[config.mk]
export PLATFORM = sky130hd
export DESIGN_NAME = cubic_bezier_eased_point
export DESIGN_NICKNAME = d
export VERILOG_FILES = /design/src/hdl/cbep_pkg.sv /design/src/hdl/cbep_mac.sv /design/src/hdl/cubic_bezier_eased_point.sv
export SDC_FILE = /design/constraint.sdc
export NUM_CORES = 2
export LEC_CHECK = 0
export BUFFER_PORTS_ARGS = -buffer_cell sky130_fd_sc_hd__buf_2
export CAP_MARGIN = 20
export CORE_MARGIN = 2
export CORE_UTILIZATION = 57
export DETAILED_ROUTE_END_ITERATION = 8
export GPL_TIMING_DRIVEN = 1
export MAX_ROUTING_LAYER = met4
export PLACE_DENSITY = 0.77
export SKIP_CTS_REPAIR_TIMING = 1
export SYNTH_ARGS = -nofsm -noshare
export SYNTH_HDL_FRONTEND = slang
export SYNTH_SLANG_ARGS = --single-unit
[constraint.sdc]
create_clock -name clk -period 10.9 [get_ports clk]
set_input_delay 2.725 -clock clk [delete_from_list [all_inputs] [get_ports clk]]
set_output_delay 2.725 -clock clk [all_outputs]
set_load 0.02 [all_outputs]
[src/hdl/cbep_pkg.sv]
// ----------------------------------------------------------------------------
// cbep_pkg
// Shared types and constants of the eased Bezier point block.
// ----------------------------------------------------------------------------
package cbep_pkg;

  // Q1.16 one
  localparam logic [16:0] Q16_ONE = 17'h10000;

  // Bisection limits
  localparam int unsigned MAX_STEPS     = 100;
  localparam int unsigned TOLERANCE_Q16 = 66;
  localparam int unsigned STEP_W        = $clog2(MAX_STEPS + 1);

  // Shared multiply-accumulate unit: signed a, unsigned b, signed accumulator
  localparam int unsigned MAC_A_W = 25;
  localparam int unsigned MAC_B_W = 19;
  localparam int unsigned PROD_W  = MAC_A_W + MAC_B_W + 1;
  localparam int unsigned ACC_W   = 47;

  typedef struct packed {
    logic        en;     // load the accumulator
    logic        accum;  // add the product instead of replacing
  } mac_ctl_t;

  typedef struct packed {
    logic [16:0]        ease_first_x;
    logic [16:0]        ease_first_y;
    logic [16:0]        ease_second_x;
    logic [16:0]        ease_second_y;
    logic signed [23:0] start_x;
    logic signed [23:0] start_y;
    logic signed [23:0] ctrl_a_x;
    logic signed [23:0] ctrl_a_y;
    logic signed [23:0] ctrl_b_x;
    logic signed [23:0] ctrl_b_y;
    logic signed [23:0] end_x;
    logic signed [23:0] end_y;
  } in_word_t;

  typedef struct packed {
    logic signed [23:0] point_x;
    logic signed [23:0] point_y;
  } out_word_t;

endpackage

[src/hdl/cbep_mac.sv]
// ----------------------------------------------------------------------------
// cbep_mac
// Shared multiplier with a registered accumulator.
// ----------------------------------------------------------------------------
module cbep_mac (
  input  logic                                 clk,
  input  cbep_pkg::mac_ctl_t                   ctl,
  input  logic signed [cbep_pkg::MAC_A_W-1:0]  a,
  input  logic        [cbep_pkg::MAC_B_W-1:0]  b,
  output logic signed [cbep_pkg::ACC_W-1:0]    acc
);
  import cbep_pkg::*;

  logic signed [PROD_W-1:0] prod;
  logic signed [ACC_W-1:0]  acc_r;
  logic signed [ACC_W-1:0]  acc_nxt;

  always_comb begin
    prod = a * $signed({1'b0, b});
    if (ctl.accum) begin
      acc_nxt = acc_r + ACC_W'(prod);
    end else begin
      acc_nxt = ACC_W'(prod);
    end
  end

  always_ff @(posedge clk) begin
    if (ctl.en) begin
      acc_r <= acc_nxt;
    end
  end

  assign acc = acc_r;

endmodule

[src/hdl/cubic_bezier_eased_point.sv]
// ----------------------------------------------------------------------------
// cubic_bezier_eased_point
// Eases the configured animation fraction through a cubic timing curve by
// bisection, then returns the point on a cubic Bezier path at that speed.
// ----------------------------------------------------------------------------
//
//   channel  ports                          handshake
//   -------  -----------------------------  ------------------------------
//   input    start, busy, in_data           word taken when start & !busy
//   result   out_valid, out_data            one-cycle strobe, no backpressure
//   config   cfg_we, cfg_wdata              written whenever cfg_we is high
//
// busy stays high through every bisection step and then through the speed
// and path evaluation, which follows ST_MID when the search ends on a
// repeated midpoint. The search takes N steps, N <= MAX_STEPS, in practice
// at most 17 because it stops once its midpoint repeats; the next word can
// be taken in the strobe cycle of this one.
// Every product goes through the single shared multiplier, one per cycle.
// busy stays high from the accepting edge until the edge that raises
// out_valid; a new word may start in the strobe cycle.
// rst_n is synchronous and clears the sequencer, the strobe and the fraction.
// Nothing can stall the result side: each result shows for one cycle only.
//
module cubic_bezier_eased_point (
  input  logic                clk,
  input  logic                rst_n,
  // input words
  input  logic                start,
  output logic                busy,
  input  cbep_pkg::in_word_t  in_data,
  // configuration
  input  logic                cfg_we,
  input  logic [16:0]         cfg_wdata,
  // results
  output logic                out_valid,
  output cbep_pkg::out_word_t out_data
);
  import cbep_pkg::*;

  // Sequencer states
  localparam logic [3:0] ST_IDLE  = 4'd0;
  localparam logic [3:0] ST_MID   = 4'd1;   // pick the next midpoint
  localparam logic [3:0] ST_TT    = 4'd2;   // t*t
  localparam logic [3:0] ST_UU    = 4'd3;   // u*u
  localparam logic [3:0] ST_T3    = 4'd4;   // t2*t
  localparam logic [3:0] ST_B1    = 4'd5;   // u2*t
  localparam logic [3:0] ST_B2    = 4'd6;   // t2*u
  localparam logic [3:0] ST_U3    = 4'd7;   // u2*u
  localparam logic [3:0] ST_C1    = 4'd8;   // first weighted term
  localparam logic [3:0] ST_C2    = 4'd9;
  localparam logic [3:0] ST_C3    = 4'd10;
  localparam logic [3:0] ST_C4    = 4'd11;
  localparam logic [3:0] ST_EVAL  = 4'd12;  // finish a timing cubic
  localparam logic [3:0] ST_ROUND = 4'd13;  // round and clamp a path sum

  // What the timing cubic is being used for
  localparam logic [1:0] PH_SEARCH = 2'd0;
  localparam logic [1:0] PH_YEVAL  = 2'd1;
  localparam logic [1:0] PH_PATH   = 2'd2;

  // Control registers
  logic [3:0]        state_r,  state_nxt;
  logic [1:0]        phase_r,  phase_nxt;
  logic [STEP_W-1:0] step_r,   step_nxt;
  logic              coord_r,  coord_nxt;
  logic              valid_r,  valid_nxt;
  logic [16:0]       frac_r,   frac_nxt;

  // Payload registers
  in_word_t          word_r,   word_nxt;
  logic [16:0]       lo_r,     lo_nxt;
  logic [16:0]       hi_r,     hi_nxt;
  logic [16:0]       t_r,      t_nxt;
  logic [16:0]       u_r,      u_nxt;
  logic [16:0]       t2_r,     t2_nxt;
  logic [16:0]       u2_r,     u2_nxt;
  logic [16:0]       t3_r,     t3_nxt;
  logic [16:0]       u3_r,     u3_nxt;
  logic [18:0]       tb1_r,    tb1_nxt;  // 3*b1
  logic [18:0]       tb2_r,    tb2_nxt;  // 3*b2
  logic signed [23:0] px_r,    px_nxt;
  out_word_t         res_r,    res_nxt;

  // Shared unit
  mac_ctl_t                 mac_ctl;
  logic signed [MAC_A_W-1:0] mac_a;
  logic        [MAC_B_W-1:0] mac_b;
  logic signed [ACC_W-1:0]   acc;

  // Datapath helpers
  logic [16:0]        acc_hi;
  logic [18:0]        acc_hi3;
  logic [17:0]        mid_sum;
  logic [16:0]        mid;
  logic [21:0]        est;
  logic [21:0]        tgt;
  logic [21:0]        gap;
  logic               est_lt;
  logic               in_tol;
  logic [16:0]        speed;
  logic signed [ACC_W-1:0] rsum;
  logic signed [30:0] rsh;
  logic signed [23:0] rsat;
  logic signed [23:0] pt0, pt1, pt2, pt3;
  logic [16:0]        ease1, ease2;

  cbep_mac u_mac (
    .clk (clk),
    .ctl (mac_ctl),
    .a   (mac_a),
    .b   (mac_b),
    .acc (acc)
  );

  always_comb begin
    // product of two Q16 terms, back to Q16
    acc_hi  = acc[32:16];
    acc_hi3 = {1'b0, acc_hi, 1'b0} + 19'(acc_hi);

    mid_sum = 18'(lo_r) + 18'(hi_r);
    mid     = mid_sum[17:1];

    // timing cubic and its distance from the target
    est    = 22'(acc[36:16]) + 22'(t3_r);
    tgt    = 22'(frac_r);
    est_lt = (est < tgt);
    gap    = est_lt ? (tgt - est) : (est - tgt);
    in_tol = (gap <= 22'(TOLERANCE_Q16));
    speed  = (est > 22'(Q16_ONE)) ? Q16_ONE : est[16:0];

    // round half up, then clamp to 24 bits
    rsum = acc + ACC_W'(32768);
    rsh  = rsum[46:16];
    if (rsh > 31'sd8388607) begin
      rsat = 24'sh7FFFFF;
    end else if (rsh < -31'sd8388608) begin
      rsat = 24'sh800000;
    end else begin
      rsat = rsh[23:0];
    end

    // operands of the current cubic
    pt0   = coord_r ? word_r.start_y  : word_r.start_x;
    pt1   = coord_r ? word_r.ctrl_a_y : word_r.ctrl_a_x;
    pt2   = coord_r ? word_r.ctrl_b_y : word_r.ctrl_b_x;
    pt3   = coord_r ? word_r.end_y    : word_r.end_x;
    ease1 = (phase_r == PH_SEARCH) ? word_r.ease_first_x  : word_r.ease_first_y;
    ease2 = (phase_r == PH_SEARCH) ? word_r.ease_second_x : word_r.ease_second_y;
  end

  always_comb begin
    state_nxt = state_r;
    phase_nxt = phase_r;
    step_nxt  = step_r;
    coord_nxt = coord_r;
    valid_nxt = 1'b0;
    frac_nxt  = cfg_we ? cfg_wdata : frac_r;
    word_nxt  = word_r;
    lo_nxt    = lo_r;
    hi_nxt    = hi_r;
    t_nxt     = t_r;
    u_nxt     = u_r;
    t2_nxt    = t2_r;
    u2_nxt    = u2_r;
    t3_nxt    = t3_r;
    u3_nxt    = u3_r;
    tb1_nxt   = tb1_r;
    tb2_nxt   = tb2_r;
    px_nxt    = px_r;
    res_nxt   = res_r;
    mac_ctl   = '0;
    mac_a     = '0;
    mac_b     = '0;

    case (state_r)
      ST_IDLE: begin
        if (start) begin
          word_nxt  = in_data;
          lo_nxt    = '0;
          hi_nxt    = Q16_ONE;
          step_nxt  = '0;
          coord_nxt = 1'b0;
          phase_nxt = PH_SEARCH;
          state_nxt = ST_MID;
        end
      end
      ST_MID: begin
        // a repeated midpoint gives the same verdict forever: stop there
        if ((step_r != '0) && (mid == t_r)) begin
          phase_nxt = PH_YEVAL;
          state_nxt = ST_C1;
        end else begin
          t_nxt     = mid;
          state_nxt = ST_TT;
        end
      end
      ST_TT: begin
        mac_ctl.en = 1'b1;
        mac_a      = MAC_A_W'(t_r);
        mac_b      = MAC_B_W'(t_r);
        u_nxt      = Q16_ONE - t_r;
        state_nxt  = ST_UU;
      end
      ST_UU: begin
        t2_nxt     = acc_hi;
        mac_ctl.en = 1'b1;
        mac_a      = MAC_A_W'(u_r);
        mac_b      = MAC_B_W'(u_r);
        state_nxt  = ST_T3;
      end
      ST_T3: begin
        u2_nxt     = acc_hi;
        mac_ctl.en = 1'b1;
        mac_a      = MAC_A_W'(t2_r);
        mac_b      = MAC_B_W'(t_r);
        state_nxt  = ST_B1;
      end
      ST_B1: begin
        t3_nxt     = acc_hi;
        mac_ctl.en = 1'b1;
        mac_a      = MAC_A_W'(u2_r);
        mac_b      = MAC_B_W'(t_r);
        state_nxt  = ST_B2;
      end
      ST_B2: begin
        tb1_nxt    = acc_hi3;
        mac_ctl.en = 1'b1;
        mac_a      = MAC_A_W'(t2_r);
        mac_b      = MAC_B_W'(u_r);
        state_nxt  = ST_U3;
      end
      ST_U3: begin
        tb2_nxt    = acc_hi3;
        mac_ctl.en = 1'b1;
        mac_a      = MAC_A_W'(u2_r);
        mac_b      = MAC_B_W'(u_r);
        state_nxt  = ST_C1;
      end
      ST_C1: begin
        // accumulator holds u3 only on the first pass after the basis
        if (!coord_r) begin
          u3_nxt = acc_hi;
        end
        mac_ctl.en = 1'b1;
        mac_a      = (phase_r == PH_PATH) ? MAC_A_W'(pt1) : MAC_A_W'(ease1);
        mac_b      = tb1_r;
        state_nxt  = ST_C2;
      end
      ST_C2: begin
        mac_ctl.en    = 1'b1;
        mac_ctl.accum = 1'b1;
        mac_a         = (phase_r == PH_PATH) ? MAC_A_W'(pt2) : MAC_A_W'(ease2);
        mac_b         = tb2_r;
        state_nxt     = (phase_r == PH_PATH) ? ST_C3 : ST_EVAL;
      end
      ST_C3: begin
        mac_ctl.en    = 1'b1;
        mac_ctl.accum = 1'b1;
        mac_a         = MAC_A_W'(pt3);
        mac_b         = MAC_B_W'(t3_r);
        state_nxt     = ST_C4;
      end
      ST_C4: begin
        mac_ctl.en    = 1'b1;
        mac_ctl.accum = 1'b1;
        mac_a         = MAC_A_W'(pt0);
        mac_b         = MAC_B_W'(u3_r);
        state_nxt     = ST_ROUND;
      end
      ST_EVAL: begin
        if (phase_r == PH_SEARCH) begin
          if (in_tol) begin
            phase_nxt = PH_YEVAL;
            state_nxt = ST_C1;
          end else begin
            if (est_lt) begin
              lo_nxt = t_r;
            end else begin
              hi_nxt = t_r;
            end
            if (step_r == STEP_W'(MAX_STEPS - 1)) begin
              phase_nxt = PH_YEVAL;
              state_nxt = ST_C1;
            end else begin
              step_nxt  = step_r + 1'b1;
              state_nxt = ST_MID;
            end
          end
        end else begin
          // speed found: rebuild the basis at it for the path
          t_nxt     = speed;
          phase_nxt = PH_PATH;
          state_nxt = ST_TT;
        end
      end
      ST_ROUND: begin
        if (!coord_r) begin
          px_nxt    = rsat;
          coord_nxt = 1'b1;
          state_nxt = ST_C1;
        end else begin
          res_nxt.point_x = px_r;
          res_nxt.point_y = rsat;
          valid_nxt       = 1'b1;
          coord_nxt       = 1'b0;
          state_nxt       = ST_IDLE;
        end
      end
      default: begin
        state_nxt = ST_IDLE;
      end
    endcase
  end

  // control state
  always_ff @(posedge clk) begin
    if (!rst_n) begin
      state_r <= ST_IDLE;
      phase_r <= PH_SEARCH;
      step_r  <= '0;
      coord_r <= 1'b0;
      valid_r <= 1'b0;
      frac_r  <= '0;
    end else begin
      state_r <= state_nxt;
      phase_r <= phase_nxt;
      step_r  <= step_nxt;
      coord_r <= coord_nxt;
      valid_r <= valid_nxt;
      frac_r  <= frac_nxt;
    end
  end

  // payload
  always_ff @(posedge clk) begin
    word_r <= word_nxt;
    lo_r   <= lo_nxt;
    hi_r   <= hi_nxt;
    t_r    <= t_nxt;
    u_r    <= u_nxt;
    t2_r   <= t2_nxt;
    u2_r   <= u2_nxt;
    t3_r   <= t3_nxt;
    u3_r   <= u3_nxt;
    tb1_r  <= tb1_nxt;
    tb2_r  <= tb2_nxt;
    px_r   <= px_nxt;
    res_r  <= res_nxt;
  end

  assign busy      = (state_r != ST_IDLE);
  assign out_valid = valid_r;
  assign out_data  = res_r;

endmodule

==> run_results.csv <==
group,metric,value,unit
logic_synthesis,syn_inst,4629,
logic_synthesis,ys_warn_count,0,
finish,final_area,54600,µm²
floorplan,rows,106,
clocking,cts_tree,"built",
sta,finalCritPeriodShare,0.975,
global_route,grt_max_degree,201,
outcome,status,"complete, no violations",
pwr,p_int,4330,µW
setup_path,worst_setup_path_end_kind,"flop",
logic_synthesis,ys_top_cells_by_area,"edfxtp_1, fa_1, ha_1",
sta,finalHoldViolCount,0,
logic_synthesis,synth_top_area_cell,"edfxtp_1",
setup_path,r2r_start,"state_r[3]",
clocking,cts_root_buf,"clkbuf_16",
floorplan,die_area,86000,µm²
finish,nFillCells,6437,
pwr,p_sw,1870,µW
finish,ff_latch_area,17300,µm²
setup_path,slowest_stage,"fa_1",
detailed_routing,first_iter_violations,3748,
setup_path,setup.worst_path.start,"state_r[3]",
global_route,antenna_found_initial,11,
finish,fin_nets,6064,
sta,slew_headroom,0.273,
pwr,p_total,6200,µW
finish,multi_input_area,27500,µm²
floorplan,core,83300,µm²
pwr,pwr-share-seq,0.456,
global_route,overflow,0,
setup_path,cp-start-kind,"flop",
sta,slew_violations,0,
sta,setup_violations,0,
logic_synthesis,synth_seq_cells,585,
setup_path,critPathKind,"reg2reg",
setup_path,required,11.26,ns
setup_path,critical_path_arrival,10.99,ns
pwr,swShare,0.301,
logic_synthesis,syn_area,47700,µm²
logic_synthesis,synth_edf_count,553,
detailed_routing,drt-pass1-iter-count,8,
clocking,cts_max_path_buffers,3,
place,dp_slack,0.0352,ns
min_path,worstHoldPathType,"reg2reg",
finish,areaGrowthSynthToFinish,14.4,%
floorplan,die_x,293,µm
logic_synthesis,ys_seq_area_frac,0.362,
detailed_routing,final_antenna_net_count,0,
global_route,grt_pass1_wl,207000,µm
pwr,power_density,114,nW/µm²
logic_synthesis,synth_top_cell_area_share,0.348,
clocking,clk-insertion-delay-late,0.67,ns
sta,worst_slack,0.276,ns
setup_path,cpPeakStageDelay,0.65,ns
place,gp_congestion,0.981,
clocking,clock-sinks,585,
logic_synthesis,yosysUniqueCellTypes,84,
global_route,grt_pass1_vias,36000,
place,hpwl,106000,µm
clocking,cts_made_buffers,60,
min_path,min_from,"px_r[2]",
clocking,htreeDepth,2,
sta,tightestPinTransition,1.09,ns
logic_synthesis,synthTopCellsByCount,"inv_1, edfxtp_1, nand2_1",
pwr,power.share.clock,0.333,
global_route,track_usage,0.322,
sta,post-route-min-period,10.62,ns
logic_synthesis,synth_flop_cell,"edfxtp_1",
finish,layout-drive-gt1-share,0.156,
setup_path,crit_path_max_fanout,14,
finish,fin_util,0.655,
floorplan,start_util,0.573,
place,placed_cell_area,51700,µm²
pwr,p_leak,0.0236,µW
pwr,ir_drop,0.147,mV
floorplan,ios,331,
detailed_routing,dr_total_vias,36400,
detailed_routing,routedWlPerCell,21.8,µm
sta,max_freq,0.0941,GHz
sta,skew,0.0597,ns
logic_synthesis,synthArstFlopShare,0,
detailed_routing,vias_per_cell,5.88,
logic_synthesis,avgSynthCellArea,10.3,µm²
detailed_routing,drc,0,
job,drv_cap,0,
logic_synthesis,synth_fp_nets,5649,
pwr,comb_power_share,0.211,
logic_synthesis,synth.most_common_cell,"inv_1",
clocking,cts.clk_slew.worst_paths,0.06,ns
detailed_routing,totalWireLength,135000,µm
floorplan,die_h,293,µm
place,portBuffers,330,
[final cells by class]
cell class                 count  area share
antenna                        9    0.000413
clock buffer                  83      0.0312
clock inverter                31     0.00560
inverter                     715      0.0493
multi-input combinational   3128       0.505
sequential                   585       0.316
tap                         1080      0.0248
timing repair buffer         554      0.0676
[flip-flops by register name, indices dropped and copies added (netlist names)]
| register | flops |
|---|---|
| coord_r | 1 |
| frac_r | 17 |
| hi_r | 17 |
| lo_r | 17 |
| out_data | 48 |
| out_valid | 1 |
| phase_r | 2 |
| px_r | 24 |
| state_r | 4 |
| step_r | 7 |
| t2_r | 17 |
| t3_r | 17 |
| t_r | 17 |
| tb1_r | 19 |
| tb2_r | 19 |
| u2_r | 17 |
| u3_r | 17 |
| u_mac.acc | 47 |
| u_r | 17 |
| word_r | 260 |
[stage by stage]
| step | hold slack, ns | std cells | TNS [ns] |
|---|---|---|---|
| floorplan | 0.400 | 4629 | 0 |
| global placement | 0.401 | 6034 | 0 |
| detailed placement | 0.405 | 6034 | 0 |
| CTS | 0.418 | 6148 | -0.0498 |
| global route | 0.425 | 6184 | -0.631 |
| finish | 0.417 | 6185 | 0 |
[worst max-delay path, delay by kind of cell (launching register included)]
family	cells	cell delay (ns)
DFF	1	0.37
and+or+nand+nor	5	0.91
xor gates and xnor gates	2	0.24
buffers and inverters	6	0.83
adders and majority gates	10	4.49
AOI/OAI and AO/OA	18	3.43
[cell usage in the layout (no fill, tap or decap), types with 28 or more instances in the layout]
| master | n |
|---|---|
| inv_1 | 713 |
| edfxtp_1 | 553 |
| nand2_1 | 532 |
| fa_1 | 476 |
| buf_2 | 330 |
| ha_1 | 249 |
| nor2_1 | 242 |
| o21ai_0 | 223 |
| buf_4 | 194 |
| a21oi_1 | 165 |
| xnor2_1 | 108 |
| mux2i_1 | 92 |
| a21o_1 | 84 |
| and2_1 | 83 |
| xor2_1 | 68 |
| clkbuf_16 | 66 |
| a22oi_1 | 64 |
| nand3_1 | 58 |
| nor2b_1 | 57 |
| nor3_1 | 41 |
| nand2b_1 | 39 |
| o22ai_1 | 31 |
| and3_1 | 30 |
| dfxtp_1 | 28 |
[power by group through the flow]
stage	registers (µW)	clock network, µW	logic [µW]
6_report	2830	2070	1310
5_1_grt	2840	2170	1410
4_1_cts	2820	2080	1270
3_5_place_dp	2870	0	1260
3_3_place_gp	2870	0	1250
2_1_floorplan	2820	0	849
[logic make-up (layout without fill, tap and decap cells)]
kind of cell	after synthesis	count (layout)	synth area share
fa+ha+maj	739	739	0.269
compound gates	880	880	0.121
flops	585	585	0.362
other cells	0	9	0
xor+xnor	184	184	0.0350
mux	112	112	0.0240
buf+inv	916	1383	0.0722
simple gates	1213	1213	0.117
[path summary, 6_finish.rpt]
kind | end | depth (start not counted) | slack (ns)
max | u_mac.acc[44] | 41 | 0.28
min | out_data[26] | 0 | 0.42
max reg2reg | u_mac.acc[44] | 41 | 0.28
min reg2reg | out_data[26] | 0 | 0.42
[per-layer routing]
| metal | vias up | share of wire | global-route usage |
|---|---|---|---|
| li1 | 16500 | - | - |
| met1 | 17700 | 0.41 | 0.437 |
| met2 | 1916 | 0.46 | 0.501 |
| met3 | 256 | 0.10 | 0.0632 |
| met4 | 0 | 0.030 | 0.0846 |
| met5 | - | 0 | - |
Power figures use the tool's default switching activity.
